<file path="src/rtl/core/pressure_sensor_compensation_macros.svh">
// Shared assertion macros for the compensation core.
`ifndef PRESSURE_SENSOR_COMPENSATION_MACROS_SVH
`define PRESSURE_SENSOR_COMPENSATION_MACROS_SVH

// Same-cycle implication, checked out of reset.
`define PSC_ASSERT_IMPLY(lbl, ck, rn, ante, cons) \
  lbl: assert property (@(posedge ck) disable iff (!(rn)) (ante) |-> (cons)) \
    else $error("psc check failed");

// Next-cycle implication, checked out of reset.
`define PSC_ASSERT_NEXT(lbl, ck, rn, ante, cons) \
  lbl: assert property (@(posedge ck) disable iff (!(rn)) (ante) |=> (cons)) \
    else $error("psc check failed");

`endif

</file>
<file path="src/rtl/core/psc_pkg.sv">
`default_nettype none
package psc_pkg;

  // Data path word width.
  localparam int unsigned DATA_W = 32;

  // Configuration register indexes.
  localparam logic [1:0] REG_OVERSAMPLING = 2'd0;
  localparam logic [1:0] REG_CAL_A        = 2'd1;
  localparam logic [1:0] REG_CAL_B        = 2'd2;
  localparam logic [1:0] REG_CAL_C        = 2'd3;

  // Compensation constants.
  localparam logic [31:0] B6_OFFSET   = 32'd4000;
  localparam logic [31:0] P_SQ_COEF   = 32'd3038;
  localparam logic [31:0] P_LIN_COEF  = 32'hFFFF_E343;  // -7357
  localparam logic [31:0] P_OFFSET    = 32'd3791;
  localparam logic [31:0] B7_SCALE    = 32'd50000;
  localparam logic [31:0] B4_BIAS     = 32'd32768;

  // Control handed to a pipelined divider.
  typedef struct packed {
    logic valid;
    logic adv;
  } psc_div_ctl_t;

  // Arithmetic right shift of a 32-bit word.
  function automatic logic [31:0] asr32(input logic [31:0] v, input int unsigned s);
    asr32 = $unsigned($signed(v) >>> s);
  endfunction

endpackage
`default_nettype wire

</file>
<file path="src/rtl/core/psc_udiv.sv">
`default_nettype none
`include "pressure_sensor_compensation_macros.svh"
module psc_udiv
  import psc_pkg::*;
#(
  parameter int unsigned W  = DATA_W,
  parameter int unsigned PW = 8
) (
  input  wire logic          clk,
  input  wire logic          rst_n,
  input  wire psc_div_ctl_t  ctl,
  input  wire logic [W-1:0]  num,
  input  wire logic [W-1:0]  den,
  input  wire logic [PW-1:0] pl_in,
  output logic               out_valid,
  output logic [W-1:0]       quo,
  output logic [PW-1:0]      pl_out
);

  logic [W-1:0]  rem_r [1:W];
  logic [W-1:0]  rq_r  [1:W];
  logic [W-1:0]  den_r [1:W];
  logic [PW-1:0] pl_r  [1:W];
  logic [W:1]    vld_r;

  // One quotient bit per stage, restoring form.
  for (genvar i = 0; i < W; i++) begin : g_stage
    logic [W-1:0]  s_rem;
    logic [W-1:0]  s_rq;
    logic [W-1:0]  s_den;
    logic [PW-1:0] s_pl;
    logic          s_v;
    logic [W:0]    trial;
    logic [W:0]    diff;
    logic          ge;

    if (i == 0) begin : g_first
      assign s_rem = '0;
      assign s_rq  = num;
      assign s_den = den;
      assign s_pl  = pl_in;
      assign s_v   = ctl.valid;
    end else begin : g_next
      assign s_rem = rem_r[i];
      assign s_rq  = rq_r[i];
      assign s_den = den_r[i];
      assign s_pl  = pl_r[i];
      assign s_v   = vld_r[i];
    end

    assign trial = {s_rem, s_rq[W-1]};
    assign diff  = trial - {1'b0, s_den};
    assign ge    = ~diff[W];

    always_ff @(posedge clk) begin
      if (!rst_n) begin
        vld_r[i+1] <= 1'b0;
      end else if (ctl.adv) begin
        vld_r[i+1] <= s_v;
      end
    end

    always_ff @(posedge clk) begin
      if (ctl.adv) begin
        rem_r[i+1] <= ge ? diff[W-1:0] : trial[W-1:0];
        rq_r[i+1]  <= {s_rq[W-2:0], ge};
        den_r[i+1] <= s_den;
        pl_r[i+1]  <= s_pl;
      end
    end
  end

  assign out_valid = vld_r[W];
  assign quo       = rq_r[W];
  assign pl_out    = pl_r[W];

  `PSC_ASSERT_NEXT(a_div_hold, clk, rst_n, !ctl.adv, $stable(vld_r))
  `PSC_ASSERT_NEXT(a_div_enter, clk, rst_n, ctl.adv && ctl.valid, vld_r[1])
  `PSC_ASSERT_NEXT(a_div_exit, clk, rst_n, ctl.adv && vld_r[W-1], out_valid)

endmodule
`default_nettype wire

</file>
<file path="config.mk">
export PLATFORM = sky130hd
export DESIGN_NAME = psc_udiv
export DESIGN_NICKNAME = d
export VERILOG_FILES = /design/src/rtl/core/psc_pkg.sv /design/src/rtl/core/psc_udiv.sv
export VERILOG_INCLUDE_DIRS = /design/src /design/src/rtl/core
export SDC_FILE = /design/constraint.sdc
export NUM_CORES = 2
export LEC_CHECK = 0
export BUFFER_PORTS_ARGS = -buffer_cell sky130_fd_sc_hd__buf_2
export CORE_MARGIN = 3
export CORE_UTILIZATION = 58
export DETAILED_ROUTE_END_ITERATION = 12
export PLACE_DENSITY = 0.75
export SLEW_MARGIN = 10
export SYNTH_ARGS = -nofsm -noshare
export SYNTH_HDL_FRONTEND = slang
export SYNTH_SLANG_ARGS = --single-unit
</file>
<file path="constraint.sdc">
create_clock -name clk -period 3.58 [get_ports clk]
set_clock_uncertainty 0.1 [all_clocks]
set_input_delay 0.179 -clock clk [delete_from_list [all_inputs] [get_ports clk]]
set_output_delay 0.179 -clock clk [all_outputs]
set_load 0.1 [all_outputs]
</file>
# Yosys cells after proc, flatten, opt, wreduce, memory -nomap -nowiden
# Memories as Yosys holds them, arrays and structs flattened.
# Cells that the tools add are included.
# classes
add_sub_neg	32
muxes	34
bitwise_logic	32
# op_table
cell	count
$mux 32	32
$sub 33x32->33	31
$sub 1x32->33	1
$not 1->1	32
$mux 1	2
# totals
regBits	32
ramBits	3328
in_bits	76
elab_cells	134
n_memories	4
# memory_table
name	depth	word_bits	rd	rd_ports_with_merged_regs	wr	line_no	rtl
den_r	32	32	31	0	32	psc_udiv.sv:22	logic [W-1:0] den_r [1:W];
rem_r	32	32	31	0	32	psc_udiv.sv:20	logic [W-1:0] rem_r [1:W];
rq_r	32	32	32	0	32	psc_udiv.sv:21	logic [W-1:0] rq_r [1:W];
pl_r	32	8	32	0	32	psc_udiv.sv:23	logic [PW-1:0] pl_r [1:W];

# Logic depth before layout (Yosys ltp)
# An unclocked memory read counts as a cell.
# logic_depth
word_depth	3
ltp_mapped	16

# Least setup slack after synthesis
# No wires, ideal clock.
# synth_timing
path_kind	reg2reg
from	register, netlist name den_r[0][128]
to	register, netlist name rem_r[0][170]
setup_ns	0.260
arrival_time_ns	3.519
required_ns	3.220
slack_ns	-0.299
stages_incl_launch_ff	14
path_buffers	1
synth_period_minus_slack_ns	3.879
cell_sequence	edfxtp_1 -> ha_1 -> fa_1 -> nor2b_1 -> o21ai_1 -> a2111o_1 -> and2_4 -> a31oi_4 -> a311oi_1 -> or4_1 -> a31oi_2 -> xor2_2 -> buf_4 -> mux2_2

==> flow_metrics.env <==
export IMPL_overflow=0
export IMPL_port_buffers=116
export IMPL_fillers=17400
export IMPL_leakagePower_nw=84.1
export IMPL_cts_tree="done"
export IMPL_cts_buffers=343
export IMPL_layout_drive_gt1_share_pct=26.3
export IMPL_post_route_util_pct=72.6
export IMPL_worst_path_stages=18
export IMPL_firstDrtPassIters=8
export IMPL_io_pin_count=117
export IMPL_clk_latency_ps=950
export IMPL_synth_edf_count=3264
export IMPL_drc=0
export IMPL_critPathMostFrequentCell="buf_6"
export IMPL_setup_viol=932
export IMPL_fin_worst_hold_slack_ps=127
export IMPL_cts_max_level=5
export IMPL_reg2reg_to="rem_r[0][89]$_DFFE_PP_"
export IMPL_cpPeakStageDelay_ps=420
export IMPL_synth_area_leaders="edfxtp_1, ha_1, mux2_2, xnor2_1, inv_1"
export IMPL_drt_iter0_drc=8230
export IMPL_rows=193
export IMPL_multiInputGateArea_um2=62000
export IMPL_crit_path_start="den_r[0][32]$_DFFE_PP_"
export IMPL_synthXorXnorAreaFrac_pct=4.53
export IMPL_synth_seq_cells=3296
export IMPL_vias_per_cell=5.74
export IMPL_gp_congestion=0.971
export IMPL_p_per_area_nw_per_um2=999
export IMPL_drt_total_wl_um=378000
export IMPL_drv_slew=0
export IMPL_ant_nets=0
export IMPL_setup_worst_path_end_class="flip-flop"
export IMPL_crit_arrival_ps=4730
export IMPL_wire_per_inst_um=20.4
export IMPL_ctsRootBufferMaster="clkbuf_16"
export IMPL_yosys_cell_types_count=105
export IMPL_max_vdd_ir_drop_v=0.000569
export IMPL_synthSimpleGateAreaFrac_pct=6.05
export IMPL_setup_tns_ps=-281990
export IMPL_async_flop_share_pct=0
export IMPL_grt_pass1_vias=110000
export IMPL_die_h_um=534
export IMPL_antenna_found_initial=17
export IMPL_synth_top_family_by_area="compound AO/OA/AOI/OAI gates"
export IMPL_die_width_um=534
export IMPL_clock_fmax_mhz=239
export IMPL_synth_compound_area_share_pct=10.7
export IMPL_ys_flop_type="edfxtp_1"
export IMPL_final_setup_worst_slack_ps=-602
export IMPL_place_inst=17500
export IMPL_slew_headroom_pct=27.9
export IMPL_worst_pin_slew_ps=1080
export IMPL_grt_total_usage_pct=25.7
export IMPL_slowest_stage="fa_2"
export IMPL_synth_avg_cell_area_um2=13.3
export IMPL_synthCells=12100
export IMPL_synthMuxAreaShare_pct=6.24
export IMPL_synth_top_area_share_pct=60.6
export IMPL_reg2reg_from="den_r[0][32]$_DFFE_PP_"
export IMPL_synth_seq_area_share_pct=61.0
export IMPL_layout_commonest_cell="edfxtp_1"
export IMPL_clk_pin_slew_ps=70
export IMPL_violations="setup timing"
export IMPL_area_sequential_um2=98700
export IMPL_finalCriticalPeriod_ps=4180
export IMPL_grt_start_max_net_pins=130
export IMPL_whs_path_depth=4
export IMPL_area_delta_synth_final_pct=24.2
export IMPL_routed_via_count=107000
export IMPL_synth_area_um2=162000
export IMPL_timing_final_crit_share_pct=117
export IMPL_critPathLaunchType="flip-flop"
export IMPL_critPathCapture="rem_r[0][89]$_DFFE_PP_"
export IMPL_grt_first_pass_wirelength_um=585000
export IMPL_path_buf_inv=5
export IMPL_reg2regPathDepth=18
export IMPL_cts_sinks=3296
export IMPL_crit_chain="ha_2 -> fa_2 -> nor2b_2 -> o21ai_2 -> a21oi_2 -> o2111ai_2 -> buf_6 -> a211oi_4 -> buf_6 -> o2111ai_4 -> a31oi_4 -> a21o_1 -> a21oi_4 -> xnor2_4 -> buf_6 -> buf_12 -> buf_16 -> mux2_4"
export IMPL_required_ps=4130
export IMPL_clock_path_buffers=4
export IMPL_rsz0062_at_grt="yes"
export IMPL_r2r_slack_ps=-600
export IMPL_critical_path_top_delay_family="compound AO/OA/AOI/OAI gates"
export IMPL_critPathKind="reg2reg"
export IMPL_hold_path_class="in2reg"
export IMPL_fin_nets=15700
export IMPL_synth_adder_area_share_pct=8.05
export IMPL_synth_area_leader_cell="edfxtp_1"
export IMPL_start_util_pct=58.4
export IMPL_synth_warnings=0
export IMPL_stdcell_count=18600
export IMPL_outcome="finished with violations"
export IMPL_final_hold_violation_count=0
export IMPL_maxCapViolations=0
export IMPL_cp_max_fo=6
export IMPL_hpwl_um=254000
export IMPL_final_cell_mix="edfxtp_1, buf_4, inv_1"
export IMPL_dp_slack_ps=-871
export IMPL_core_area_um2=277000
export IMPL_fp_dieArea_um2=285000
-- worst min-delay path by stage --
stage,from,endpoint
2_1_floorplan,den[0],den_r[0][32]$_DFFE_PP_
3_3_place_gp,num[0],rq_r[0][33]$_DFFE_PP_
3_5_place_dp,num[29],rq_r[0][62]$_DFFE_PP_
4_1_cts,den[0],rem_r[0][32]$_DFFE_PP_
5_1_grt,den[0],rem_r[0][32]$_DFFE_PP_
6_report,den[0],rem_r[0][32]$_DFFE_PP_
-- through the flow --
stage	cell area (um2)	power [mW]
2_1_floorplan	163000	118
3_3_place_gp	181000	144
3_5_place_dp	181000	147
4_1_cts	199000	196
5_1_grt	201000	211
6_report	201000	201
-- cell families (layout without fill, tap and decap cells) --
kind of cell / count (synthesis) / count (layout)
multiplexers: 902 / 902
AND/OR/NAND/NOR: 1956 / 1956
adder cells (fa/ha/maj): 1023 / 1023
flip-flops: 3296 / 3296
buffers and inverters: 1449 / 4141
XOR/XNOR: 826 / 826
AO/OA/AOI/OAI: 2695 / 2695
other: 1 / 24
-- cells in the mapped netlist (25+ instances only) --
| cell type | n |
|---|---|
| a221oi_1 | 25 |
| mux2_4 | 28 |
| o31ai_1 | 45 |
| fa_1 | 30 |
| nand4_1 | 101 |
| or2_2 | 39 |
| ha_1 | 993 |
| a21oi_1 | 841 |
| a21boi_0 | 34 |
| a211oi_1 | 66 |
| nor3_1 | 108 |
| o21ai_1 | 34 |
| nor2_1 | 481 |
| o21a_1 | 155 |
| a31o_2 | 29 |
| and3_1 | 93 |
| and2_1 | 43 |
| or3_1 | 46 |
| o21ai_0 | 505 |
| mux2_2 | 725 |
| a31oi_1 | 88 |
| mux2i_1 | 132 |
| edfxtp_1 | 3264 |
| xor2_1 | 256 |
| dfxtp_1 | 32 |
| nor2b_1 | 190 |
| nand2_1 | 463 |
| o211ai_1 | 41 |
| nand2b_1 | 137 |
| clkbuf_1 | 123 |
| o31a_1 | 30 |
| buf_2 | 49 |
| xnor2_1 | 557 |
| a2111oi_0 | 27 |
| o21bai_1 | 76 |
| nand3_1 | 135 |
| a21o_1 | 455 |
| inv_1 | 1237 |
-- final cells by class --
cell class	instances	share of cell area [%]
inverter	1238	2.33
tap	3705	2.31
timing repair buffer	2281	9.95
clock inverter	202	0.986
multi-input combinational	7417	30.8
antenna	9	0.0112
sequential	3296	49.1
clock buffer	420	4.51
-- power breakdown --
group	leakage (nW)	switching [mW]	internal, mW
Combinational	46.6	49.3	55.8
Sequential	32.2	5.20	55.3
Clock	5.39	14.8	20.4
-- layer usage --
| metal | global-route usage [%] | wire length (um) | vias to the layer above |
|---|---|---|---|
| met2 | 46.3 | 195000 | 3239 |
| met1 | 30.1 | 143000 | 52200 |
| met4 | 12.9 | 21800 | 0 |
| met5 | 0 | 0 | - |
| li1 | - | - | 50100 |
| met3 | 3.30 | 18300 | 1150 |
-- what timing repair did --
item / in CTS / in global routing
setup buffers: 156 / 86
gates resized for setup: 665 / 310
hold buffers: 148 / 0
cloned: 53 / 15
endpoints found under the setup margin: 988 / 989
pin swaps: 159 / 131
hold endpoints to repair: 341 / 0
-- worst reg2reg max path: stages (launching register included) --
cell	delay (ps)
edfxtp_1	410
ha_2	230
fa_2	420
nor2b_2	180
o21ai_2	100
a21oi_2	210
o2111ai_2	180
buf_6	170
a211oi_4	260
buf_6	150
o2111ai_4	130
a31oi_4	190
a21o_1	180
a21oi_4	80
xnor2_4	170
buf_6	170
buf_12	120
buf_16	140
mux2_4	300
-- flip-flops by register name, summed over array words and instances (netlist names) --
name	count
den_r	992
rem_r	992
pl_r	256
g_stage.s_v	31
out_valid	1
rq_r	1024
Power figures use the tool's default switching activity.
